**src/rtl/core/bc_pkg.sv**
```systemverilog
`default_nettype none

package bc_pkg;

    // Register indexes on the configuration channel
    localparam int CFG_IDX_W = 3;
    localparam logic [CFG_IDX_W-1:0] REG_SENS        = 3'd0;
    localparam logic [CFG_IDX_W-1:0] REG_OFFSET      = 3'd1;
    localparam logic [CFG_IDX_W-1:0] REG_SENS_TEMP   = 3'd2;
    localparam logic [CFG_IDX_W-1:0] REG_OFFSET_TEMP = 3'd3;
    localparam logic [CFG_IDX_W-1:0] REG_REF_TEMP    = 3'd4;
    localparam logic [CFG_IDX_W-1:0] REG_TEMP_SLOPE  = 3'd5;

    localparam logic [15:0] RST_SENS        = 16'd40127;
    localparam logic [15:0] RST_OFFSET      = 16'd36924;
    localparam logic [15:0] RST_SENS_TEMP   = 16'd23317;
    localparam logic [15:0] RST_OFFSET_TEMP = 16'd23282;
    localparam logic [15:0] RST_REF_TEMP    = 16'd33464;
    localparam logic [15:0] RST_TEMP_SLOPE  = 16'd28312;

    localparam int TEMP_BASE = 2000;
    localparam int TEMP_MIN  = -4000;
    localparam int TEMP_MAX  = 8500;
    localparam int PRES_MIN  = 1000;
    localparam int PRES_MAX  = 120000;

    // Edges from an accepted start to the edge that accepts its result
    localparam int LATENCY = 9;

    typedef struct packed {
        logic [15:0] sens;
        logic [15:0] offset;
        logic [15:0] sens_temp;
        logic [15:0] offset_temp;
        logic [15:0] ref_temp;
        logic [15:0] temp_slope;
    } bc_cfg_t;

    // First-order terms
    typedef struct packed {
        logic signed [19:0] temp;
        logic signed [18:0] dev;     // temp - 2000
        logic signed [39:0] off;
        logic signed [37:0] sens;
        logic        [17:0] dtsq;    // dT*dT / 2^31
        logic        [23:0] raw_p;
    } bc_first_t;

    // Terms after the low-temperature correction
    typedef struct packed {
        logic signed [19:0] temp;
        logic signed [39:0] off;
        logic signed [37:0] sens;
        logic        [23:0] raw_p;
    } bc_second_t;

endpackage

`default_nettype wire

```
**src/rtl/core/bc_cfg_regs.sv**
```systemverilog
`default_nettype none

module bc_cfg_regs (
    input  wire logic                         clk,
    input  wire logic                         rst_n,
    input  wire logic                         cfg_valid,
    output logic                              cfg_ready,
    input  wire logic [bc_pkg::CFG_IDX_W-1:0] cfg_index,
    input  wire logic [15:0]                  cfg_data,
    output bc_pkg::bc_cfg_t                   cfg
);
    import bc_pkg::*;

    bc_cfg_t cfg_reg;

    assign cfg_ready = 1'b1;
    assign cfg       = cfg_reg;

    always_ff @(posedge clk or negedge rst_n)
    begin
        if (!rst_n)
        begin
            cfg_reg.sens        <= RST_SENS;
            cfg_reg.offset      <= RST_OFFSET;
            cfg_reg.sens_temp   <= RST_SENS_TEMP;
            cfg_reg.offset_temp <= RST_OFFSET_TEMP;
            cfg_reg.ref_temp    <= RST_REF_TEMP;
            cfg_reg.temp_slope  <= RST_TEMP_SLOPE;
        end
        else if (cfg_valid && cfg_ready)
        begin
            case (cfg_index)
                REG_SENS:        cfg_reg.sens        <= cfg_data;
                REG_OFFSET:      cfg_reg.offset      <= cfg_data;
                REG_SENS_TEMP:   cfg_reg.sens_temp   <= cfg_data;
                REG_OFFSET_TEMP: cfg_reg.offset_temp <= cfg_data;
                REG_REF_TEMP:    cfg_reg.ref_temp    <= cfg_data;
                REG_TEMP_SLOPE:  cfg_reg.temp_slope  <= cfg_data;
                default:         ; // drop writes to unused indexes
            endcase
        end
    end

endmodule

`default_nettype wire

```
**config.mk**
```make
export PLATFORM = sky130hd
export DESIGN_NAME = bc_cfg_regs
export DESIGN_NICKNAME = d
export VERILOG_FILES = /design/src/rtl/core/bc_pkg.sv /design/src/rtl/core/bc_cfg_regs.sv
export SDC_FILE = /design/constraint.sdc
export NUM_CORES = 1
export LEC_CHECK = 0
export CAP_MARGIN = 0
export CORE_MARGIN = 2
export CORE_UTILIZATION = 59
export CTS_BUF_LIST = sky130_fd_sc_hd__clkbuf_2 sky130_fd_sc_hd__clkbuf_4 sky130_fd_sc_hd__clkbuf_8
export CTS_CLUSTER_SIZE = 40
export DETAILED_ROUTE_END_ITERATION = 6
export DONT_BUFFER_PORTS = 1
export PLACE_DENSITY = 0.78
export SLEW_MARGIN = 20
export SYNTH_ARGS = -nofsm -noshare
export SYNTH_HDL_FRONTEND = slang
export SYNTH_SLANG_ARGS = --single-unit
```
**constraint.sdc**
```tcl
create_clock -name clk -period 0.8 [get_ports clk]
set_input_delay 0.08 -clock clk [delete_from_list [all_inputs] [get_ports clk]]
set_output_delay 0.08 -clock clk [all_outputs]
set_load 0.005 [all_outputs]
```
==> impl_metrics.env <==
export IMPL_clk_pin_slew_ns=0.10
export IMPL_hold_class="input pin to asynchronous set/reset pin"
export IMPL_first_global_vias=2433
export IMPL_antenna_left=0
export IMPL_setup_viol=128
export IMPL_layout_commonest_cell="buf_6"
export IMPL_nFillCells=267
export IMPL_multiInputGateArea_mm2=0.00139
export IMPL_synth_distinct_cells=13
export IMPL_dp_hpwl_um=5190
export IMPL_final_util=0.846
export IMPL_gp_congestion=0.778
export IMPL_largest_reg_flops=96
export IMPL_path_cells="buf_6 -> buf_6"
export IMPL_slowest_delay_ns=0.41
export IMPL_synthToLayoutAreaGrowth_pct=40.8
export IMPL_wl_per_cell_um=23.7
export IMPL_final_cell_mix="buf_6, mux2_4, dfrtp_1, dfstp_2, mux2_2"
export IMPL_antenna_found_initial=0
export IMPL_grt_util_all_layers=0.268
export IMPL_critPathLaunch="cfg[94]"
export IMPL_clk_latency_ns=0.36
export IMPL_cts_root_buf="clkbuf_8"
export IMPL_whs_ns=-0.612
export IMPL_io_pins=119
export IMPL_synth_area_per_cell_um2=17.9
export IMPL_violations="hold timing, setup timing"
export IMPL_cp_data_arrival_time_ns=1.00
export IMPL_num_rows=29
export IMPL_htreeDepth=3
export IMPL_maxCapViolCount=0
export IMPL_wirelength_um=9310
export IMPL_cp_max_fo=2
export IMPL_ys_seq_area_frac=0.657
export IMPL_fmax_mhz=930
export IMPL_cts_sinks=96
export IMPL_die_w_um=83.7
export IMPL_required_ns=0.72
export IMPL_path_class="flop to output pin"
export IMPL_slowest_stage="dfrtp_1"
export IMPL_r2r_start="cfg[94]"
export IMPL_seqCellArea_mm2=0.00246
export IMPL_ys_warn_count=0
export IMPL_grt_max_degree=97
export IMPL_drive_gt1_frac=0.787
export IMPL_portBuffers=0
export IMPL_initial_utilization=0.601
export IMPL_syn_area_mm2=0.00375
export IMPL_route_vias_total=2241
export IMPL_gr_total_overflow=0
export IMPL_hold_viol_final=96
export IMPL_vdd_drop_max_mv=1.81
export IMPL_chipHeight_um=83.7
export IMPL_place_ws_ns=-0.284
export IMPL_status="finished with violations"
export IMPL_post_route_min_period_ns=1.08
export IMPL_p_per_area_mw_per_mm2=2700
export IMPL_fin_skew_ns=0
export IMPL_path_common_cell="buf_6"
export IMPL_cts_inserted_buffers=9
export IMPL_cp_start_kind="flop"
export IMPL_nNetsFinal=332
export IMPL_synth_ff_latch_count=96
export IMPL_cts_path_max_buffers=2
export IMPL_core_area_mm2=0.00624
export IMPL_dr_pass1_iters=4
export IMPL_hold_buffers=16
export IMPL_endpoint_kind="output pin"
export IMPL_netlist_instances=210
export IMPL_leakagePower_nw=2.39
export IMPL_dieArea_mm2=0.00701
export IMPL_drtIter0Drc=71
export IMPL_syn_nets=232
export IMPL_rsz0062_at_grt="true"
export IMPL_fin_ws_ns=-0.275
export IMPL_grt_pass1_wl_um=14200
export IMPL_slew_viol_final=0
export IMPL_routed_via_density=5.72
export IMPL_cts_tree="done"
export IMPL_antenna_cells=0
export IMPL_drc=0
export IMPL_fin_crit_sh=1.34
==> where the power goes <==
part	internal (mW)	switching, mW
Clock	1.68	1.69
Combinational	2.68	0.928
Sequential	6.33	0.963
Total	10.7	3.58
==> worst max-delay path, delay by kind of cell, from the launching register on <==
kind                   cells  cell delay, ns
DFF                        1            0.41
buffers and inverters      2            0.22
==> metal layers <==
layer	wire length [um]	track usage	vias to the layer above
met4	108	0.106	0
met2	4630	0.424	87
li1	-	-	942
met5	0	0	-
met3	588	0.0663	10
met1	3980	0.361	1202
==> per-stage QoR <==
stage / setup TNS (ns) / total power, mW / instance area, um2 / instances
finish: -21.57 / 14.3 / 5280 / 392
global route: -24.55 / 14.8 / 5280 / 392
CTS: -20.31 / 13.8 / 5120 / 385
detailed placement: -15.91 / 9.62 / 4400 / 330
global placement: -14.37 / 9.47 / 4400 / 330
floorplan: -22.08 / 8.39 / 3960 / 210
==> synth_stat cells, drive strengths merged <==
cell	instances	area share
mux2	96	0.29
nand4b	2	0.0080
buf	11	0.030
nor4b	1	0.0063
and4bb	3	0.010
conb	1	0.0010
dfstp	48	0.34
dfrtp	48	0.32
==> path summary, 6_finish.rpt <==
check                           slack, ns  endpoint  depth (start not counted)
min in group clk                     0.11   cfg[89]                          3
worst min register to register       0.54    cfg[6]                          1
max in group asynchronous            1.18   cfg[79]                          0
worst min-delay path                -0.61   cfg[35]                          0
worst max register to register      -0.22   cfg[94]                          3
worst max-delay path                -0.28   cfg[94]                          2
==> cell type report <==
cell class	count	share of cell area
timing repair buffer	100	0.212
multi-input combinational	103	0.263
clock inverter	3	0.00806
sequential	96	0.466
clock buffer	13	0.0315
tap	77	0.0183
==> what timing repair did <==
action / CTS / global route
hold endpoints to repair: 192 / 96
gates resized for setup: 48 / 28
pin swaps: 0 / 0
buffers inserted: 23 / 8
setup endpoints to repair: 97 / 131
==> cells by family (layout without fill, tap and decap cells) <==
group / count (synthesis) / after routing / share of synthesized area
multiplexers: 96 / 96 / 0.288
other: 1 / 1 / 0.00100
flip-flops: 96 / 96 / 0.657
buffers and inverters: 11 / 116 / 0.0297
AND/OR/NAND/NOR: 6 / 6 / 0.0244
Power figures use the tool's default switching activity.
