$ cat config.mk
export PLATFORM = sky130hd
export DESIGN_NAME = bc_first_order
export DESIGN_NICKNAME = d
export VERILOG_FILES = /design/src/rtl/core/bc_pkg.sv /design/src/rtl/core/bc_first_order.sv
export SDC_FILE = /design/constraint.sdc
export NUM_CORES = 2
export LEC_CHECK = 0
export ABC_CLOCK_PERIOD_IN_PS = 12020
export BUFFER_PORTS_ARGS = -buffer_cell sky130_fd_sc_hd__buf_2
export CORE_MARGIN = 2
export CORE_UTILIZATION = 43
export DETAILED_ROUTE_END_ITERATION = 7
export GPL_ROUTABILITY_DRIVEN = 0
export PLACE_DENSITY = 0.65
export SYNTH_ARGS = -nofsm -noshare
export SYNTH_HDL_FRONTEND = slang
export SYNTH_SLANG_ARGS = --single-unit
$ cat constraint.sdc
create_clock -name clk -period 12.02 [get_ports clk]
set_clock_uncertainty 0.15 [all_clocks]
set_input_delay 2.404 -clock clk [delete_from_list [all_inputs] [get_ports clk]]
set_output_delay 2.404 -clock clk [all_outputs]
set_load 0.01 [all_outputs]
$ cat src/rtl/core/bc_pkg.sv
`default_nettype none

package bc_pkg;

    // Register indexes on the configuration channel
    localparam int CFG_IDX_W = 3;
    localparam logic [CFG_IDX_W-1:0] REG_SENS        = 3'd0;
    localparam logic [CFG_IDX_W-1:0] REG_OFFSET      = 3'd1;
    localparam logic [CFG_IDX_W-1:0] REG_SENS_TEMP   = 3'd2;
    localparam logic [CFG_IDX_W-1:0] REG_OFFSET_TEMP = 3'd3;
    localparam logic [CFG_IDX_W-1:0] REG_REF_TEMP    = 3'd4;
    localparam logic [CFG_IDX_W-1:0] REG_TEMP_SLOPE  = 3'd5;

    localparam logic [15:0] RST_SENS        = 16'd40127;
    localparam logic [15:0] RST_OFFSET      = 16'd36924;
    localparam logic [15:0] RST_SENS_TEMP   = 16'd23317;
    localparam logic [15:0] RST_OFFSET_TEMP = 16'd23282;
    localparam logic [15:0] RST_REF_TEMP    = 16'd33464;
    localparam logic [15:0] RST_TEMP_SLOPE  = 16'd28312;

    localparam int TEMP_BASE = 2000;
    localparam int TEMP_MIN  = -4000;
    localparam int TEMP_MAX  = 8500;
    localparam int PRES_MIN  = 1000;
    localparam int PRES_MAX  = 120000;

    // Edges from an accepted start to the edge that accepts its result
    localparam int LATENCY = 9;

    typedef struct packed {
        logic [15:0] sens;
        logic [15:0] offset;
        logic [15:0] sens_temp;
        logic [15:0] offset_temp;
        logic [15:0] ref_temp;
        logic [15:0] temp_slope;
    } bc_cfg_t;

    // First-order terms
    typedef struct packed {
        logic signed [19:0] temp;
        logic signed [18:0] dev;     // temp - 2000
        logic signed [39:0] off;
        logic signed [37:0] sens;
        logic        [17:0] dtsq;    // dT*dT / 2^31
        logic        [23:0] raw_p;
    } bc_first_t;

    // Terms after the low-temperature correction
    typedef struct packed {
        logic signed [19:0] temp;
        logic signed [39:0] off;
        logic signed [37:0] sens;
        logic        [23:0] raw_p;
    } bc_second_t;

endpackage

`default_nettype wire

$ cat src/rtl/core/bc_first_order.sv
`default_nettype none

module bc_first_order (
    input  wire logic        clk,
    input  wire logic        rst_n,
    input  wire bc_pkg::bc_cfg_t cfg,
    input  wire logic        in_valid,
    input  wire logic [23:0] raw_t,
    input  wire logic [23:0] raw_p,
    output logic             out_valid,
    output bc_pkg::bc_first_t out_data
);
    import bc_pkg::*;

    // Stage 1: dT
    logic signed [24:0] dt_next;
    logic signed [24:0] s1_dt_reg;
    logic        [23:0] s1_rawp_reg;
    logic               s1_valid_reg;

    // Stage 2: products of dT
    logic signed [41:0] p6_next, p4_next, p3_next;
    logic signed [49:0] pdd_next;
    logic signed [41:0] s2_p6_reg, s2_p4_reg, s2_p3_reg;
    logic signed [49:0] s2_pdd_reg;
    logic        [23:0] s2_rawp_reg;
    logic               s2_valid_reg;

    // Stage 3: truncated quotients and first-order sums
    logic signed [41:0] p6_bias, p4_bias, p3_bias;
    logic signed [18:0] q6;
    logic signed [34:0] q4;
    logic signed [33:0] q3;
    bc_first_t          s3_next;
    bc_first_t          s3_data_reg;
    logic               s3_valid_reg;

    assign dt_next = $signed({1'b0, raw_t}) - $signed({1'b0, cfg.ref_temp, 8'h00});

    assign p6_next  = s1_dt_reg * $signed({1'b0, cfg.temp_slope});
    assign p4_next  = s1_dt_reg * $signed({1'b0, cfg.offset_temp});
    assign p3_next  = s1_dt_reg * $signed({1'b0, cfg.sens_temp});
    assign pdd_next = s1_dt_reg * s1_dt_reg;

    // Bias negative values so the shift truncates toward zero
    assign p6_bias = s2_p6_reg + $signed({19'd0, {23{s2_p6_reg[41]}}});
    assign p4_bias = s2_p4_reg + $signed({35'd0, {7{s2_p4_reg[41]}}});
    assign p3_bias = s2_p3_reg + $signed({34'd0, {8{s2_p3_reg[41]}}});
    assign q6 = p6_bias[41:23];
    assign q4 = p4_bias[41:7];
    assign q3 = p3_bias[41:8];

    always_comb
    begin
        s3_next.dev   = q6;
        s3_next.temp  = 20'(TEMP_BASE) + {q6[18], q6};
        s3_next.off   = $signed({8'd0, cfg.offset, 16'd0}) + {{5{q4[34]}}, q4};
        s3_next.sens  = $signed({7'd0, cfg.sens, 15'd0}) + {{4{q3[33]}}, q3};
        s3_next.dtsq  = s2_pdd_reg[48:31];
        s3_next.raw_p = s2_rawp_reg;
    end

    always_ff @(posedge clk or negedge rst_n)
    begin
        if (!rst_n)
        begin
            s1_valid_reg <= 1'b0;
            s2_valid_reg <= 1'b0;
            s3_valid_reg <= 1'b0;
        end
        else
        begin
            s1_valid_reg <= in_valid;
            s2_valid_reg <= s1_valid_reg;
            s3_valid_reg <= s2_valid_reg;
        end
    end

    always_ff @(posedge clk)
    begin
        s1_dt_reg   <= dt_next;
        s1_rawp_reg <= raw_p;
        s2_p6_reg   <= p6_next;
        s2_p4_reg   <= p4_next;
        s2_p3_reg   <= p3_next;
        s2_pdd_reg  <= pdd_next;
        s2_rawp_reg <= s1_rawp_reg;
        s3_data_reg <= s3_next;
    end

    assign out_valid = s3_valid_reg;
    assign out_data  = s3_data_reg;

endmodule

`default_nettype wire

==> results.txt <==
Post-Syn Instances -> 7973
critical path capture point type -> flip-flop
# hold bufs at CTS -> 0
Area Growth Syn to Fin -> 6.856%
Initial DRC Count -> 2664
Simple-Gate Fraction of Synth Area -> 13.17%
io pins -> 307
clock buffer depth -> 3
worst slack, placed -> 2805 ps
clock sink count -> 368
Tot GR Track Use -> 21.46%
Slew headroom -> 16.64%
syn_area_per_cell -> 9.373 µm²
Tmin final -> 9274 ps
FFs w/ async S/R, synth -> 0.8152%
Post-CTS Resized -> 0
Final Routed Wirelength -> 181300 µm
number of port buffers -> 306
Storage cell area -> 0.007416 mm²
Seq/Total Area, Yosys -> 9.878%
initial antenna violation count -> 10
first-pass iteration count of the detailed router -> 6
CTS clk-pin slew, worst paths -> 60 ps
slack of the critical path -> 2746 ps
main combinational cell family by area after synthesis -> adder cells
CTS root buffer -> clkbuf_16
CTS tree -> yes
worst hold path class -> reg -> reg
Finish-stage setup viols -> 0
Critical Path Fanout Max -> 45
via count -> 51.72k
Synth Area in XOR/XNOR -> 3.575%
status -> complete, no violations
Final Hold Vio Count -> 0
post-synthesis adder-cell area fraction -> 56.56%
Placed Area -> 0.07821 mm²
Mapped Nets -> 10.43k
FP Rows -> 153
Clock Latency Late Sink -> 650 ps
Post-DP HPWL -> 143200 µm
# nets final -> 10.49k
Die Width -> 420.9 µm
largest net degree at the start of global routing -> 56
Max Clk Rate -> 107.8 MHz
Die Ht -> 420.9 µm
Yosys top cell area share -> 47.50%
buffer count from post-CTS setup fixing -> 0
Initial Utilization -> 43.14%
Setup Crit Path Kind -> reg -> reg
Synth Flop Type -> dfxtp_1
Req. time, crit path -> 12390 ps
Post-Route Setup TNS -> 0 ps
wire per inst -> 17.44 µm
post-synthesis compound-gate area fraction -> 4.695%
CTS buffer count -> 46
vias in the first global route -> 57.95k
final instance area -> 0.07986 mm²
yosys synthesis warning count -> 0
max cap viols -> 0
synthesized area -> 0.07473 mm²
Via density -> 4.976
Setup crit start kind -> flip-flop
Seq cells post-synth -> 368
H-Tree Depth -> 2
DRT antenna net count -> 0
area taken by multi-input logic gates -> 0.05832 mm²
ranking of synthesized cells by area -> fa_1 47%, inv_1 10%, dfxtp_1 9.8%
DRC -> 0
Largest register FFs -> 148
mux contribution to synthesized area -> 0.02679%
most frequent cells after synthesis -> 2058 x inv_1, 1773 x fa_1, 1035 x nand2_1, 605 x and2_1, 540 x ha_1
first-pass GRT wire length -> 302200 µm
post-synth top area cell -> fa_1
most frequent cell after synthesis -> inv_1
GR Overflow Total -> 0
die area -> 0.1771 mm²
area of the core -> 0.1732 mm²
Util after Layout -> 46.09%
library cells used by synthesis -> 80
RSZ-0062 raised after global routing -> no
worst slew pin tran -> 1250 ps
Fillers -> 16.44k
Final Max Tran Viols -> 0
number of synthesized flops with an enable pin -> 0
Critical Path AT -> 9640 ps
fin crit share -> 77.16%
share of cells above drive strength 1 -> 5.889%
[kinds of logic after synthesis]
family | after synthesis
buffers and inverters | 2395
multiplexers | 2
flip-flops | 368
AO/OA/AOI/OAI | 539
AND/OR/NAND/NOR | 2049
adder cells (fa/ha/maj) | 2315
XOR/XNOR | 305
[metrics by stage]
stage	hold WS, ps	cells
global placement	160.1	10310
global route	179.1	10390
finish	169.5	10390
detailed placement	162.1	10310
floorplan	159.6	7973
CTS	172.0	10390
[cells in the final DEF, fill, tap and decap left out, drive strengths merged, types with 15 or more instances in the layout]
| cell | n |
|---|---|
| o21ai | 103 |
| a31oi | 19 |
| nand4 | 38 |
| nand2 | 1035 |
| o21bai | 16 |
| and2 | 605 |
| xnor2 | 232 |
| and3 | 28 |
| inv | 2061 |
| buf | 347 |
| nor2b | 38 |
| nand2b | 24 |
| fa | 1773 |
| o21a | 31 |
| xor2 | 73 |
| clkbuf | 59 |
| a21o | 77 |
| nor3 | 37 |
| o211ai | 15 |
| a21oi | 169 |
| nor2 | 133 |
| ha | 540 |
| nand3 | 66 |
| dfxtp | 365 |
| a211oi | 24 |
[routing by layer]
| metal | share of wire, % | GRT usage (%) | vias up |
|---|---|---|---|
| met3 | 5.9 | 3.017 | 327 |
| met2 | 49 | 36.85 | 1498 |
| met1 | 42 | 28.33 | 26560 |
| met5 | 0.017 | 0 | - |
| met4 | 2.8 | 5.953 | 6 |
| li1 | - | - | 23330 |
[final timing paths]
check / start / end / cells after the start / slack [ps]
min in group asynchronous: rst_n / s1_valid_reg / 1 / 1410
max reg2reg: s1_dt_reg[22] / s2_pdd_reg[48] / 23 / 2750
min reg2reg: s2_rawp_reg[7] / out_data[7] / 0 / 170
max in group asynchronous: rst_n / out_valid / 1 / 10210
max: s1_dt_reg[22] / s2_pdd_reg[48] / 23 / 2750
min: s2_rawp_reg[7] / out_data[7] / 0 / 170
[cell type report]
class	instances	area share, %
antenna	3	0.009401
clock buffer	59	1.590
clock inverter	24	0.4669
inverter	2058	9.674
multi-input combinational	5210	73.03
sequential	368	9.287
tap	2325	3.643
timing repair buffer	347	2.303
[critical path, stage by stage (launching register included)]
cell       delay (ps)
dfxtp_2           900
buf_4             700
nand2_1           200
inv_1             140
fa_1              450
fa_1              600
fa_1              460
fa_1              590
fa_1              430
fa_1              480
inv_1              50
fa_1              480
inv_1              40
ha_1              370
nand4_1           340
nor3_1            600
o211ai_1          200
a211oi_1          810
o2111ai_1         210
o211ai_1          260
o41ai_1           180
o21bai_1          230
a21oi_1           110
xnor2_1           130
Power is left out: the tool's default activity adds up to more than one toggle a clock period on the data nets, which glitch-free logic cannot reach.
