File: config.mk
export PLATFORM = sky130hd
export DESIGN_NAME = bc_pressure
export DESIGN_NICKNAME = d
export VERILOG_FILES = /design/src/rtl/core/bc_pkg.sv /design/src/rtl/core/bc_pressure.sv
export SDC_FILE = /design/constraint.sdc
export NUM_CORES = 2
export LEC_CHECK = 0
export BUFFER_PORTS_ARGS = -buffer_cell sky130_fd_sc_hd__buf_2
export CAP_MARGIN = 20
export CORE_UTILIZATION = 35
export DETAILED_ROUTE_END_ITERATION = 8
export MAX_ROUTING_LAYER = met4
export PLACE_DENSITY = 0.57
export SLEW_MARGIN = 10
export SYNTH_ARGS = -nofsm -noshare
export SYNTH_HDL_FRONTEND = slang
export SYNTH_SLANG_ARGS = --single-unit
File: constraint.sdc
create_clock -name clk -period 6 [get_ports clk]
set_input_delay 1.2 -clock clk [delete_from_list [all_inputs] [get_ports clk]]
set_output_delay 1.2 -clock clk [all_outputs]
set_load 0.03 [all_outputs]
File: src/rtl/core/bc_pkg.sv
`default_nettype none

package bc_pkg;

    // Register indexes on the configuration channel
    localparam int CFG_IDX_W = 3;
    localparam logic [CFG_IDX_W-1:0] REG_SENS        = 3'd0;
    localparam logic [CFG_IDX_W-1:0] REG_OFFSET      = 3'd1;
    localparam logic [CFG_IDX_W-1:0] REG_SENS_TEMP   = 3'd2;
    localparam logic [CFG_IDX_W-1:0] REG_OFFSET_TEMP = 3'd3;
    localparam logic [CFG_IDX_W-1:0] REG_REF_TEMP    = 3'd4;
    localparam logic [CFG_IDX_W-1:0] REG_TEMP_SLOPE  = 3'd5;

    localparam logic [15:0] RST_SENS        = 16'd40127;
    localparam logic [15:0] RST_OFFSET      = 16'd36924;
    localparam logic [15:0] RST_SENS_TEMP   = 16'd23317;
    localparam logic [15:0] RST_OFFSET_TEMP = 16'd23282;
    localparam logic [15:0] RST_REF_TEMP    = 16'd33464;
    localparam logic [15:0] RST_TEMP_SLOPE  = 16'd28312;

    localparam int TEMP_BASE = 2000;
    localparam int TEMP_MIN  = -4000;
    localparam int TEMP_MAX  = 8500;
    localparam int PRES_MIN  = 1000;
    localparam int PRES_MAX  = 120000;

    // Edges from an accepted start to the edge that accepts its result
    localparam int LATENCY = 9;

    typedef struct packed {
        logic [15:0] sens;
        logic [15:0] offset;
        logic [15:0] sens_temp;
        logic [15:0] offset_temp;
        logic [15:0] ref_temp;
        logic [15:0] temp_slope;
    } bc_cfg_t;

    // First-order terms
    typedef struct packed {
        logic signed [19:0] temp;
        logic signed [18:0] dev;     // temp - 2000
        logic signed [39:0] off;
        logic signed [37:0] sens;
        logic        [17:0] dtsq;    // dT*dT / 2^31
        logic        [23:0] raw_p;
    } bc_first_t;

    // Terms after the low-temperature correction
    typedef struct packed {
        logic signed [19:0] temp;
        logic signed [39:0] off;
        logic signed [37:0] sens;
        logic        [23:0] raw_p;
    } bc_second_t;

endpackage

`default_nettype wire

File: src/rtl/core/bc_pressure.sv
`default_nettype none

module bc_pressure (
    input  wire logic          clk,
    input  wire logic          rst_n,
    input  wire logic          in_valid,
    input  wire bc_pkg::bc_second_t in_data,
    output logic               out_valid,
    output logic signed [14:0] temperature,
    output logic        [16:0] pressure,
    output logic               saturated
);
    import bc_pkg::*;

    // Stage 6: partial products of D1*SENS, temperature clamp
    logic        [42:0] ppl_next;
    logic signed [43:0] pph_next;
    logic signed [14:0] temp_next;
    logic               tsat_next;
    logic        [42:0] s6_ppl_reg;
    logic signed [43:0] s6_pph_reg;
    logic signed [39:0] s6_off_reg;
    logic signed [14:0] s6_temp_reg;
    logic               s6_tsat_reg;
    logic               s6_valid_reg;

    // Stage 7: full product
    logic signed [63:0] prod_next;
    logic signed [63:0] s7_prod_reg;
    logic signed [39:0] s7_off_reg;
    logic signed [14:0] s7_temp_reg;
    logic               s7_tsat_reg;
    logic               s7_valid_reg;

    // Stage 8: D1*SENS / 2^21 - OFF
    logic signed [63:0] prod_bias;
    logic signed [42:0] q21;
    logic signed [43:0] diff_next;
    logic signed [43:0] s8_diff_reg;
    logic signed [14:0] s8_temp_reg;
    logic               s8_tsat_reg;
    logic               s8_valid_reg;

    // Stage 9: / 2^15, pressure clamp, result registers
    logic signed [43:0] diff_bias;
    logic signed [28:0] pq;
    logic        [16:0] pres_next;
    logic               psat_next;
    logic        [16:0] s9_pres_reg;
    logic signed [14:0] s9_temp_reg;
    logic               s9_sat_reg;
    logic               s9_valid_reg;

    assign ppl_next = in_data.raw_p * in_data.sens[18:0];
    // upper half of SENS carries the sign
    assign pph_next = $signed({1'b0, in_data.raw_p}) * $signed(in_data.sens[37:19]);

    always_comb
    begin
        tsat_next = 1'b1;
        if (in_data.temp < TEMP_MIN)
            temp_next = 15'(TEMP_MIN);
        else if (in_data.temp > TEMP_MAX)
            temp_next = 15'(TEMP_MAX);
        else
        begin
            temp_next = in_data.temp[14:0];
            tsat_next = 1'b0;
        end
    end

    assign prod_next = $signed({s6_pph_reg[43], s6_pph_reg, 19'd0})
                     + $signed({21'd0, s6_ppl_reg});

    // Bias negative values so the shift truncates toward zero
    assign prod_bias = s7_prod_reg + $signed({43'd0, {21{s7_prod_reg[63]}}});
    assign q21       = prod_bias[63:21];
    assign diff_next = {q21[42], q21} - {{4{s7_off_reg[39]}}, s7_off_reg};

    assign diff_bias = s8_diff_reg + $signed({29'd0, {15{s8_diff_reg[43]}}});
    assign pq        = diff_bias[43:15];

    always_comb
    begin
        psat_next = 1'b1;
        if (pq < PRES_MIN)
            pres_next = 17'(PRES_MIN);
        else if (pq > PRES_MAX)
            pres_next = 17'(PRES_MAX);
        else
        begin
            pres_next = pq[16:0];
            psat_next = 1'b0;
        end
    end

    always_ff @(posedge clk or negedge rst_n)
    begin
        if (!rst_n)
        begin
            s6_valid_reg <= 1'b0;
            s7_valid_reg <= 1'b0;
            s8_valid_reg <= 1'b0;
            s9_valid_reg <= 1'b0;
        end
        else
        begin
            s6_valid_reg <= in_valid;
            s7_valid_reg <= s6_valid_reg;
            s8_valid_reg <= s7_valid_reg;
            s9_valid_reg <= s8_valid_reg;
        end
    end

    always_ff @(posedge clk)
    begin
        s6_ppl_reg  <= ppl_next;
        s6_pph_reg  <= pph_next;
        s6_off_reg  <= in_data.off;
        s6_temp_reg <= temp_next;
        s6_tsat_reg <= tsat_next;

        s7_prod_reg <= prod_next;
        s7_off_reg  <= s6_off_reg;
        s7_temp_reg <= s6_temp_reg;
        s7_tsat_reg <= s6_tsat_reg;

        s8_diff_reg <= diff_next;
        s8_temp_reg <= s7_temp_reg;
        s8_tsat_reg <= s7_tsat_reg;

        s9_pres_reg <= pres_next;
        s9_temp_reg <= s8_temp_reg;
        s9_sat_reg  <= s8_tsat_reg | psat_next;
    end

    assign out_valid   = s9_valid_reg;
    assign temperature = s9_temp_reg;
    assign pressure    = s9_pres_reg;
    assign saturated   = s9_sat_reg;

endmodule

`default_nettype wire

==> metrics.md <==
| Metric | Value |
|---|---|
| Outcome | `complete, but fails checks` |
| Failing checks | `setup timing` |
| Die area | `125,000 um2` |
| Final Worst Setup Slack | `-812 ps` |
| Cts hold-fix bufs | `0` |
| Worst path required time | `6440 ps` |
| RSZ-0062 raised after global routing | `yes` |
| Post-Synthesis Cells | `4,699` |
| Final nets | `6,471` |
| Warnings from Yosys | `0` |
| Area grow syn2layout | `22.6%` |
| Drt via density | `4.68` |
| DRC viols | `0` |
| WL met1 | `52,400 um` |
| # setup viols final | `52` |
| Final WL | `111,000 um` |
| Nature of the critical path endpoint | `register` |
| Min Clock Period, post-route | `6810 ps` |
| Grt total ovfl | `0` |
| CTS buffer count | `38` |
| Critical path launch point type | `input pin` |
| Hold depth | `0` |
| DR WL met2 | `51,000 um` |
| Antenna violations before repair | `4` |
| Footprint of the multi-input gates | `33,300 um2` |
| H-tree levels | `2` |
| First-pass GRT wire length | `180,000 um` |
| Max_cap viols | `0` |
| Hold WC Path Type | `reg2reg` |
| Layout cells sized above 1 | `19.5%` |
| Unique cell type count in the Yosys netlist | `82` |
| Vias | `32.1k` |
| Non-filler cells, final | `6,852` |
| Port buffer count | `158` |
| RR Startpoint | `s7_prod_reg[63]$_DFF_P_` |
| CP Class | `in2reg` |
| Starting DRT DRC Count | `1,405` |
| Clock slew at reported path FFs | `60 ps` |
| Ys async rst share | `1.11%` |
| Final slew viol count | `0` |
| Main synth FF type | `dfxtp_1` |
| Core area | `122,000 um2` |
| Worst-Skew Late Latency | `560 ps` |
| Max Clock Freq | `147 MHz` |
| Drt pass-1 iters | `7` |
| Seq. cell area | `7230 um2` |
| Normalized max-slew margin | `51.8%` |
| Tcrit/Tclk final | `114%` |
| Synthesized cell area | `43,300 um2` |
| Slew at the pin closest to its max-slew limit | `722 ps` |
| Clock skew | `31.2 ps` |
| Clk root buf | `clkbuf_16` |
| Layout fillers | `11.9k` |
| Seq/Total Area, Yosys | `16.7%` |
| Number of synthesized flops with an enable pin | `0` |
| Initial core utilization | `35.4%` |
| DP HPWL | `93,800 um` |
| Row count | `128` |
| Pin count of the biggest net entering global routing | `21` |
| Worst reg2reg path depth | `20` |
| Post-route ant nets | `0` |
| Max layer used | `met4` |
| Inst Count DP | `6,719` |
| Net Count, Synth | `5,973` |
| Top-Level Pins | `159` |
| Met3 Wirelength | `5230 um` |
| Hold Vio Cnt, Final | `0` |
| Crit path max fanout | `12` |
| Mean Syn Cell Area | `9.21 um2` |
| Arr. time, crit path | `7250 ps` |
| Max reg flops | `64` |
| Reg-to-reg slack, setup | `560 ps` |
| Wire per inst | `16.1 um` |
| CTS tree | `done` |
| Total GRT Usage | `18.4%` |
| Vias in the first global route | `33.8k` |
| Die height | `354 um` |
| Hold EP | `s8_temp_reg[9]$_DFF_P_` |
| Horiz. Die Dim | `354 um` |
| Hold_sp | `s7_temp_reg[9]$_DFF_P_` |
| Hold WS | `306 ps` |
| Placer Congestion | `0.889` |
| Synth Register Bits | `360` |
| Max clock buf depth | `3` |
| Clock Sinks | `360` |
| Critical path launch point | `in_data[8]` |
| Reg-to-reg endpoint | `s8_diff_reg[37]$_DFF_P_` |
## cells by family after synthesis
kind of cell	count (synthesis)	share of synthesized area, %
flip-flops	360	16.7
XOR/XNOR	202	4.09
buffers and inverters	1136	9.88
AO/OA/AOI/OAI	478	7.53
adder cells (fa/ha/maj)	1149	46.2
AND/OR/NAND/NOR	1371	15.5
multiplexers	3	0.0694
## timing repair
item | CTS | global route
resized for setup | 260 | 120
pin swaps | 154 | 108
gates cloned | 3 | 2
endpoints found under the setup margin | 56 | 58
buffers inserted | 46 | 23
## worst max path at each step
stage | depth (start not counted) | slack [ps] | end
global route | 23 | -1000 | s6_pph_reg[43]$_DFF_P_
global placement | 21 | -1580 | s6_pph_reg[43]$_DFF_P_
finish | 21 | -810 | s6_pph_reg[35]$_DFF_P_
CTS | 22 | -790 | s6_pph_reg[43]$_DFF_P_
detailed placement | 21 | -1660 | s6_pph_reg[43]$_DFF_P_
floorplan | 22 | -1290 | s6_pph_reg[43]$_DFF_P_
## layout by cell type, fill, tap and decap left out, drive strengths merged, types with 11 or more instances in the layout
master  instances
and3           29
nand2b         26
o21bai         20
fa            748
xnor2         137
and4           11
a211oi         24
dfxtp         356
nand2         612
and2          383
inv           949
o21ai          85
a21oi         133
nand3          56
o21a           34
nor3           40
nand4          25
buf           641
ha            401
clkbuf         50
nor2b          28
a21o           65
o211ai         22
nor2          121
xor2           65
clkinv         14
a31oi          16
## cell type report
cell class | count | area share [%]
multi-input combinational | 3203 | 62.8
sequential | 360 | 13.6
timing repair buffer | 648 | 10.5
inverter | 946 | 6.69
tap | 1625 | 3.83
clock buffer | 45 | 1.92
clock inverter | 24 | 0.592
antenna | 1 | 0.00472
## critical path, cell delays in order
cell      delay (ps)
buf_6            170
nand2_1          100
fa_1             540
inv_1             50
fa_1             480
fa_1             570
fa_1             440
fa_1             530
fa_1             440
fa_1             560
ha_4             230
a211oi_2         230
o21ai_1          110
a211oi_2         280
o31ai_4          130
a2111o_1         400
a41o_1           240
buf_4            150
buf_6            110
buf_12           120
xor2_4           140
## cells in the mapped netlist, types with 29 or more instances
cell type,n,area (um2)
a21o_1,65,488
a21oi_1,132,661
and2_1,383,2400
and3_1,29,181
clkbuf_1,185,694
dfxtp_1,356,7130
fa_1,748,15000
ha_1,401,5020
inv_1,946,3550
nand2_1,612,2300
nand3_1,55,275
nor2_1,121,454
nor3_1,38,190
o21a_1,34,255
o21ai_0,79,395
xnor2_1,137,1200
xor2_1,65,569
## per-layer routing
| metal | vias to the layer above | global-route usage [%] |
|---|---|---|
| li1 | 15400 | - |
| met1 | 16000 | 25.2 |
| met2 | 598 | 29.0 |
| met3 | 102 | 2.65 |
| met4 | 0 | 3.55 |
| met5 | - | - |
## through the flow
stage | area, um2 | setup WS (ps) | TNS (ps) | util, %
floorplan | 44600 | -1290 | -28880 | -
global placement | 49500 | -1580 | -70520 | 40.5
detailed placement | 49500 | -1660 | -73040 | 40.5
CTS | 52300 | -787 | -21930 | 42.8
global route | 53000 | -1000 | -32760 | 43.4
finish | 53000 | -812 | -23920 | 43.4
Power is left out: the tool's default activity adds up to more than one toggle a clock period on the data nets, which glitch-free logic cannot reach.
