[src/rtl/core/bc_pkg.sv]
`default_nettype none

package bc_pkg;

    // Register indexes on the configuration channel
    localparam int CFG_IDX_W = 3;
    localparam logic [CFG_IDX_W-1:0] REG_SENS        = 3'd0;
    localparam logic [CFG_IDX_W-1:0] REG_OFFSET      = 3'd1;
    localparam logic [CFG_IDX_W-1:0] REG_SENS_TEMP   = 3'd2;
    localparam logic [CFG_IDX_W-1:0] REG_OFFSET_TEMP = 3'd3;
    localparam logic [CFG_IDX_W-1:0] REG_REF_TEMP    = 3'd4;
    localparam logic [CFG_IDX_W-1:0] REG_TEMP_SLOPE  = 3'd5;

    localparam logic [15:0] RST_SENS        = 16'd40127;
    localparam logic [15:0] RST_OFFSET      = 16'd36924;
    localparam logic [15:0] RST_SENS_TEMP   = 16'd23317;
    localparam logic [15:0] RST_OFFSET_TEMP = 16'd23282;
    localparam logic [15:0] RST_REF_TEMP    = 16'd33464;
    localparam logic [15:0] RST_TEMP_SLOPE  = 16'd28312;

    localparam int TEMP_BASE = 2000;
    localparam int TEMP_MIN  = -4000;
    localparam int TEMP_MAX  = 8500;
    localparam int PRES_MIN  = 1000;
    localparam int PRES_MAX  = 120000;

    // Edges from an accepted start to the edge that accepts its result
    localparam int LATENCY = 9;

    typedef struct packed {
        logic [15:0] sens;
        logic [15:0] offset;
        logic [15:0] sens_temp;
        logic [15:0] offset_temp;
        logic [15:0] ref_temp;
        logic [15:0] temp_slope;
    } bc_cfg_t;

    // First-order terms
    typedef struct packed {
        logic signed [19:0] temp;
        logic signed [18:0] dev;     // temp - 2000
        logic signed [39:0] off;
        logic signed [37:0] sens;
        logic        [17:0] dtsq;    // dT*dT / 2^31
        logic        [23:0] raw_p;
    } bc_first_t;

    // Terms after the low-temperature correction
    typedef struct packed {
        logic signed [19:0] temp;
        logic signed [39:0] off;
        logic signed [37:0] sens;
        logic        [23:0] raw_p;
    } bc_second_t;

endpackage

`default_nettype wire

[src/rtl/core/bc_second_order.sv]
`default_nettype none

module bc_second_order (
    input  wire logic          clk,
    input  wire logic          rst_n,
    input  wire logic          in_valid,
    input  wire bc_pkg::bc_first_t in_data,
    output logic               out_valid,
    output bc_pkg::bc_second_t out_data
);
    import bc_pkg::*;

    // Stage 4: square of the deviation from 20 degC
    logic signed [37:0] sq_full;
    logic        [34:0] sq_next;
    logic        [34:0] s4_sq_reg;
    bc_first_t          s4_data_reg;
    logic               s4_valid_reg;

    // Stage 5: apply the correction below 20 degC
    logic        [36:0] five_sq;
    logic               low;
    bc_second_t         s5_next;
    bc_second_t         s5_data_reg;
    logic               s5_valid_reg;

    assign sq_full = in_data.dev * in_data.dev;
    assign sq_next = sq_full[34:0];

    assign five_sq = {s4_sq_reg, 2'b00} + {2'b00, s4_sq_reg};
    assign low     = s4_data_reg.dev[18];

    always_comb
    begin
        s5_next.raw_p = s4_data_reg.raw_p;
        s5_next.temp  = s4_data_reg.temp;
        s5_next.off   = s4_data_reg.off;
        s5_next.sens  = s4_data_reg.sens;
        if (low)
        begin
            s5_next.temp = s4_data_reg.temp - $signed({2'b00, s4_data_reg.dtsq});
            s5_next.off  = s4_data_reg.off - $signed({4'd0, five_sq[36:1]});
            s5_next.sens = s4_data_reg.sens - $signed({3'd0, five_sq[36:2]});
        end
    end

    always_ff @(posedge clk or negedge rst_n)
    begin
        if (!rst_n)
        begin
            s4_valid_reg <= 1'b0;
            s5_valid_reg <= 1'b0;
        end
        else
        begin
            s4_valid_reg <= in_valid;
            s5_valid_reg <= s4_valid_reg;
        end
    end

    always_ff @(posedge clk)
    begin
        s4_sq_reg   <= sq_next;
        s4_data_reg <= in_data;
        s5_data_reg <= s5_next;
    end

    assign out_valid = s5_valid_reg;
    assign out_data  = s5_data_reg;

endmodule

`default_nettype wire

[config.mk]
export PLATFORM = sky130hd
export DESIGN_NAME = bc_second_order
export DESIGN_NICKNAME = d
export VERILOG_FILES = /design/src/rtl/core/bc_pkg.sv /design/src/rtl/core/bc_second_order.sv
export SDC_FILE = /design/constraint.sdc
export NUM_CORES = 1
export LEC_CHECK = 0
export ABC_AREA = 1
export BUFFER_PORTS_ARGS = -buffer_cell sky130_fd_sc_hd__clkbuf_2
export CELL_PAD_IN_SITES_DETAIL_PLACEMENT = 1
export CELL_PAD_IN_SITES_GLOBAL_PLACEMENT = 2
export CORE_UTILIZATION = 36
export DETAILED_ROUTE_END_ITERATION = 8
export HOLD_SLACK_MARGIN = 0.12
export PLACE_DENSITY_LB_ADDON = 0.05
export SYNTH_ARGS = -nofsm -noshare
export SYNTH_HDL_FRONTEND = slang
export SYNTH_SLANG_ARGS = --single-unit
[constraint.sdc]
create_clock -name clk -period 3.5 [get_ports clk]
set_input_delay 0.7 -clock clk [delete_from_list [all_inputs] [get_ports clk]]
set_output_delay 0.7 -clock clk [all_outputs]
set_load 0.05 [all_outputs]
==> results of run 1 <==
## metal layers
metal	part of all wire [%]	track usage, %	wire [um]	up-vias
met4	3.1	7.12	3300	0
met2	53	50.0	56900	360
met5	0	0	0	-
met1	42	31.6	44600	13289
li1	-	-	-	13167
met3	2.0	1.99	2120	154
## cells by family after synthesis
| family | Yosys count | share of synthesized area [%] |
|---|---|---|
| and+or+nand+nor | 1604 | 24.1 |
| buffers and inverters | 853 | 11.4 |
| adders and majority gates | 554 | 33.1 |
| AOI/OAI and AO/OA | 332 | 6.81 |
| DFF | 299 | 21.3 |
| xor gates and xnor gates | 102 | 3.18 |
| other | 1 | 0.0133 |
## worst paths after layout
| path | startpoint | end | slack (ps) | depth (start not counted) |
|---|---|---|---|---|
| setup / recovery | in_data[136] | s4_sq_reg[29] | -2090 | 22 |
| hold / removal | in_data[15] | s4_data_reg[15] | 240 | 1 |
| setup reg to reg | s4_sq_reg[9] | out_data[95] | 40 | 25 |
| hold reg to reg | s4_data_reg[1] | out_data[1] | 320 | 0 |
| max in group asynchronous | rst_n | out_valid | 2920 | 2 |
| min in group asynchronous | rst_n | s4_valid_reg | 480 | 2 |
## through the flow
step           setup slack [ps]  cells  utilization (%)
5_1_grt                   -2210   5696             53.2
4_1_cts                   -2050   5651             50.0
2_1_floorplan             -2270   3745                -
6_report                  -2090   5696             53.2
3_5_place_dp              -3030   5542             45.7
3_3_place_gp              -2940   5542             45.7
## cell usage after synthesis (3+ instances only)
master / count / area [sq um]
a21boi_0: 6 / 45.0
a21o_1: 11 / 82.6
a21oi_1: 132 / 661
a21oi_2: 12 / 105
a31oi_1: 11 / 68.8
buf_1: 17 / 63.8
buf_2: 5 / 25.0
clkbuf_1: 36 / 135
dfxtp_1: 297 / 5950
fa_1: 316 / 6330
ha_1: 238 / 2980
inv_1: 769 / 2890
inv_2: 25 / 93.8
nand2_1: 1034 / 3880
nand2_2: 25 / 156
nand3_1: 154 / 771
nand3_2: 8 / 80.1
nand3b_1: 33 / 248
nand4_1: 37 / 231
nor2_1: 235 / 882
nor2_2: 14 / 87.6
nor3_1: 25 / 125
nor3_2: 11 / 110
nor4_1: 4 / 25.0
o211ai_1: 5 / 37.5
o21a_1: 3 / 22.5
o21ai_0: 85 / 425
o21ai_1: 30 / 150
o21ai_2: 4 / 35.0
o21bai_1: 24 / 180
or2_1: 9 / 56.3
or2_2: 8 / 50.1
xnor2_1: 56 / 490
xor2_1: 46 / 403
## cell type report
cell class	instances	area, sq um	area share [%]
clock inverter	19	215	0.523
tap	1040	1300	3.16
clock buffer	46	1010	2.46
sequential	299	6040	14.7
antenna	1	2.50	0.00608
multi-input combinational	2593	22800	55.3
inverter	794	3000	7.29
timing repair buffer	904	6820	16.6
## timing repair
action	in CTS	in global routing
gates cloned	2	0
setup endpoints to repair	76	82
hold buffers	1	0
setup buffers	41	46
gates resized for setup	366	526
pin swaps	140	206
endpoints found under the hold margin	2	0
==> results.cfg, run 1 <==
[timing]
fmax_mhz = 179
whs_ps = 236
setup-violations-final = 29
tightest_slew_ps = 690
finalCritPeriodShare_pct = 160
final.setup.tns_ps = -50100
max_slew_margin_pct = 54.0
final_max_slew_viol_count = 0
period_minus_slack_ps = 5590
finalHoldViolCount = 0
skew_ps = 28.5
rsz0062_at_grt = yes
worst_slack_ps = -2090

[critical_path]
critPathKind = primary input to register
path_delay_family = adder cells
arrival_ps = 6080
slowest_stage = fa_1
critPathMaxStageDelay_ps = 520
cp-end-kind = register
path_cells = clkbuf_16, buf_12, nand2_4, inv_2, fa_1, fa_1, inv_1, fa_1, inv_1, fa_1, fa_1, fa_1, fa_2, ha_4, nand2_4, buf_6, nor2_4, inv_2, nor3_4, nand3_1, o211ai_1, xor2_1
critPathMaxFanout = 5
path_buf_inv = 7
crit_path_frequent_cell = fa_1
startpoint_type = primary input
cp.required_ps = 3990

[clocking]
cts_buffers = 36
clkTransAtPathRegs_ps = 60
cts_tree = yes
clk_path_buf_depth = 3
insertion_delay_ps = 560
htree_num_levels = 2
cts_sinks = 299
cts_root_buf = clkbuf_16

[die]
start_util_pct = 36.3
core_area_sq_mm = 0.0773
num_rows = 102
ioPinCount = 285
dieArea_sq_mm = 0.0792
die_y_um = 281
fp.dieW_um = 281

[final_layout]
design_area_sq_mm = 0.0411
drive_above_1_share_pct = 38.1
area_delta_synth_final_pct = 46.5
layout_common_cells = nand2_1, inv_1, buf_4
n_fill_cell = 9384
final_common_cell = nand2_1
largest_register_ffs = 141
nNetsFinal = 5344

[route]
postRouteAntennaNets = 0
vias_per_cell = 4.73
wl_per_cell_um = 18.8
drt-total-wl_mm = 107
remaining_drc_errors = 0
vias = 26970
drtIter0Drc = 894
first_pass_iters = 4

[global_route]
grt_util_all_layers_pct = 26.3
grt_overflow = 0
grt_pass1_wl_mm = 160
grt_max_degree = 62
antenna_found_initial = 1
grt_pass1_vias = 29300

[synthesis]
ys.flop_type = dfxtp_1
syn-cell-area_sq_mm = 0.0281
synth_cell_types = 48
ys_seq_area_share_pct = 21.3
syn_inst = 3745
synth-edff-count = 0
ys_seq_elements = 299
syn_nets = 4461
synthArstFlopShare_pct = 0.669
yosys_warnings = 0
synth_area_per_cell_sq_um = 7.50

[place]
place.gp.congestion = 0.932
dp_hpwl_mm = 87.9
io_buffers = 284
dpl_cell_area_sq_mm = 0.0354

[run]
max_cap_violations = 0

[run_status]
status = complete, but fails checks
violations = setup timing

[min_path]
hp-class = primary input to register
Power of run 1 is not shown: default switching activity piles up to over one toggle a cycle in this logic, so the estimate is an artifact.
==> run 2: changes to the inputs <==
TNS_END_PERCENT = 10   (was default)
==> results.cfg, run 2 (same netlist as run 1, synthesis figures left out) <==
[route]
remaining_drc_errors = 0
drtIter0Drc = 884
wl_per_cell_um = 18.0
vias_per_cell = 4.66
vias = 26524
first_pass_iters = 5
postRouteAntennaNets = 0
drt-total-wl_mm = 103

[clocking]
insertion_delay_ps = 570
clkTransAtPathRegs_ps = 60
cts_sinks = 299
clk_path_buf_depth = 3
cts_root_buf = clkbuf_16
cts_buffers = 38
htree_num_levels = 2
cts_tree = yes

[die]
ioPinCount = 285
num_rows = 102
core_area_sq_mm = 0.0773
fp.dieW_um = 281
die_y_um = 281
start_util_pct = 36.3
dieArea_sq_mm = 0.0792

[place]
io_buffers = 284
place.gp.congestion = 0.898
dp_hpwl_mm = 88.4

[min_path]
hp-class = primary input to register
hold_path_depth = 1
worstHoldStart = in_data[3]

[critical_path]
arrival_ps = 6080
startpoint = in_data[125]
critPathMaxFanout = 5
worstRegToRegCells = 20
cp-end-kind = register
rr_startpoint = s4_sq_reg[26]
critPathKind = primary input to register
startpoint_type = primary input
cp.required_ps = 3970

[final_layout]
n_fill_cell = 9626
drive_above_1_share_pct = 30.4
utilization_pct = 50.1
area_delta_synth_final_pct = 38.0
final_common_cell = nand2_1
nNetsFinal = 5337
layout_common_cells = nand2_1, inv_1, buf_4
largest_register_ffs = 141

[timing]
finalCritPeriodShare_pct = 160
final_max_slew_viol_count = 0
max_slew_margin_pct = 29.5
period_minus_slack_ps = 5600
worst_slack_ps = -2100
skew_ps = 21.5
setup-violations-final = 51
fmax_mhz = 179
finalHoldViolCount = 0
final.setup.tns_ps = -51340
rsz0062_at_grt = yes
tightest_slew_ps = 1060

[run]
max_cap_violations = 0

[global_route]
grt_pass1_wl_mm = 158
grt_max_degree = 92
grt_overflow = 0
grt_util_all_layers_pct = 25.9
antenna_found_initial = 1
grt_pass1_vias = 29110

[run_status]
status = complete, but fails checks
violations = setup timing
## run 2: layout make-up
class / instances / area, sq um / share of cell area, %
antenna: 1 / 2.50 / 0.00645
clock buffer: 48 / 1010 / 2.60
inverter: 794 / 3000 / 7.73
sequential: 299 / 6000 / 15.5
timing repair buffer: 895 / 6440 / 16.6
tap: 1040 / 1300 / 3.36
clock inverter: 22 / 272 / 0.700
multi-input combinational: 2593 / 20800 / 53.5
## run 2: per-layer routing
metal / global-route usage [%] / vias to the layer above / wire, um
met3: 2.06 / 103 / 2400
li1: - / 13171 / -
met1: 31.1 / 12920 / 44000
met5: 0 / - / 0
met2: 49.5 / 330 / 53700
met4: 6.12 / 0 / 2560
## run 2: final timing paths
check                                 endpoint  slack, ps
max in group asynchronous            out_valid       2940
min in group asynchronous         s4_valid_reg        460
worst min-delay path            s4_data_reg[3]        230
worst max register to register    out_data[95]       -130
worst max-delay path             s4_sq_reg[23]      -2100
worst min register to register    out_data[13]        320
## run 2: timing repair
action / 4_1_cts / 5_1_grt
cloned: 0 / 1
setup endpoints to repair: 81 / 87
pin swaps: 69 / 90
hold buffers: 1 / 0
hold endpoints to repair: 2 / 0
setup buffers: 11 / 9
resized for setup: 231 / 211
## run 2: worst max-delay path, cell delays in order
cell and delay [ps]:
buf_12 120, buf_6 110, nand2_2 50, inv_2 50, fa_1 510, inv_2 40
fa_1 540, inv_2 40, fa_1 460, fa_1 530, fa_1 590, fa_1 460
fa_2 510, ha_4 310, nand2_4 70, nor2_4 100, inv_2 60, nor2_4 120
buf_6 120, nand4_1 160, nand2_1 170, xor2_1 220
## run 2: per-stage QoR
stage                     hold WS, ps  cell area [sq um]  setup slack [ps]  cells
after global placement            310              35400             -2970   5599
after global routing              208              38800             -2210   5692
after detailed placement          313              35400             -3010   5599
after CTS                         198              37800             -1980   5681
final                             230              38800             -2100   5692
after floorplan                   310              28500             -2280   3745
Power of run 2 is left out for the same reason.
==> run 3: changes to the inputs <==
CELL_PAD_IN_SITES_DETAIL_PLACEMENT = default   (was 1)
CELL_PAD_IN_SITES_GLOBAL_PLACEMENT = default   (was 2)
CORE_UTILIZATION = 61   (was 36)
==> results.cfg, run 3 (same netlist as run 1, synthesis figures left out) <==
[run_status]
status = complete, but fails checks
violations = setup timing

[critical_path]
cp-end-kind = register
critPathKind = primary input to register
cp.required_ps = 3970
path_delay_family = adder cells
arrival_ps = 5970
startpoint_type = primary input
critPathMaxFanout = 8
crit_path_frequent_cell = fa_1
path_buf_inv = 6
path_cells = clkbuf_8, buf_4, nand2_1, inv_1, fa_2, fa_1, inv_1, fa_1, inv_1, fa_1, fa_2, fa_1, fa_1, ha_4, nand2_4, nor2_4, inv_2, nor3_4, nand2_1, nand2_2, a21oi_2, xnor2_1
slowest_stage = fa_1
critPathMaxStageDelay_ps = 550

[die]
fp.dieW_um = 217
die_y_um = 217
start_util_pct = 61.9
ioPinCount = 285
core_area_sq_mm = 0.0454
dieArea_sq_mm = 0.0469
num_rows = 78

[timing]
skew_ps = 33.6
max_slew_margin_pct = 42.5
rsz0062_at_grt = yes
worst_slack_ps = -2000
tightest_slew_ps = 863
final_max_slew_viol_count = 0
fmax_mhz = 182
period_minus_slack_ps = 5500
finalCritPeriodShare_pct = 157
finalHoldViolCount = 0
setup-violations-final = 53
final.setup.tns_ps = -51010

[place]
io_buffers = 284
place.gp.congestion = 1.03
dp_hpwl_mm = 70.3
dpl_worst_slack_ps = -2760

[route]
postRouteAntennaNets = 0
drt-total-wl_mm = 91.7
remaining_drc_errors = 0
drtIter0Drc = 2137
wl_per_cell_um = 18.1
routed-wl-met3_mm = 6.27
wl_met1_mm = 35.9
highest_layer = met4
first_pass_iters = 6
vias_per_cell = 5.35
wl_met2_mm = 44.2
vias = 27105

[clocking]
htree_num_levels = 1
insertion_delay_ps = 600
clk_path_buf_depth = 3
cts_tree = yes
cts_root_buf = clkbuf_16
cts_buffers = 30
clkTransAtPathRegs_ps = 70
cts_sinks = 299

[final_layout]
layout_common_cells = nand2_1, inv_1, buf_4
final_common_cell = nand2_1
nNetsFinal = 5156
area_delta_synth_final_pct = 29.2
diodes = 0
drive_above_1_share_pct = 25.7
largest_register_ffs = 141

[global_route]
antenna_found_initial = 0
grt_pass1_wl_mm = 140
grt_max_degree = 98
grt_overflow = 0
grt_util_all_layers_pct = 38.0
grt_pass1_vias = 27996

[run]
max_cap_violations = 0

[min_path]
hp-class = primary input to register
==> run 3: final timing paths <==
path	from	end	slack, ps	cells past startpoint
min in group asynchronous	rst_n	s4_valid_reg	430	2
hold reg to reg	s4_data_reg[23]	out_data[23]	330	0
setup / recovery	in_data[135]	s4_sq_reg[25]	-2000	22
max in group asynchronous	rst_n	out_valid	2970	2
hold / removal	in_data[36]	s4_data_reg[36]	190	1
setup reg to reg	s4_sq_reg[6]	out_data[98]	-310	22
==> run 3: through the flow <==
| stage | area, sq um | instances | hold WS, ps | util (%) |
|---|---|---|---|---|
| 2_1_floorplan | 28500 | 3745 | 310 | - |
| 3_3_place_gp | 33400 | 4975 | 310 | 73.5 |
| 3_5_place_dp | 33400 | 4975 | 312 | 73.5 |
| 4_1_cts | 35700 | 5049 | 174 | 78.7 |
| 5_1_grt | 36300 | 5064 | 176 | 80.0 |
| 6_report | 36300 | 5064 | 191 | 80.0 |
==> run 3: routing by layer <==
layer / vias up / track usage [%]
met5: - / 0
met3: 377 / 4.79
met4: 0 / 18.2
li1: 12792 / -
met1: 12715 / 46.5
met2: 1221 / 66.1
==> run 3: final cells by class <==
type                       instances  area (sq um)
clock buffer                      38           821
clock inverter                    18           225
timing repair buffer             722          5170
tap                              600           751
sequential                       299          6000
fill                            3064          9080
multi-input combinational       2593         20300
inverter                         794          2990
==> run 3: timing repair <==
item | in CTS | in global routing
buffers inserted | 15 | 14
endpoints found under the setup margin | 64 | 80
cloned | 2 | 1
endpoints found under the hold margin | 2 | 0
pin swaps | 87 | 88
hold buffers | 1 | 0
resized for setup | 229 | 125
Power of run 3 is left out for the same reason.
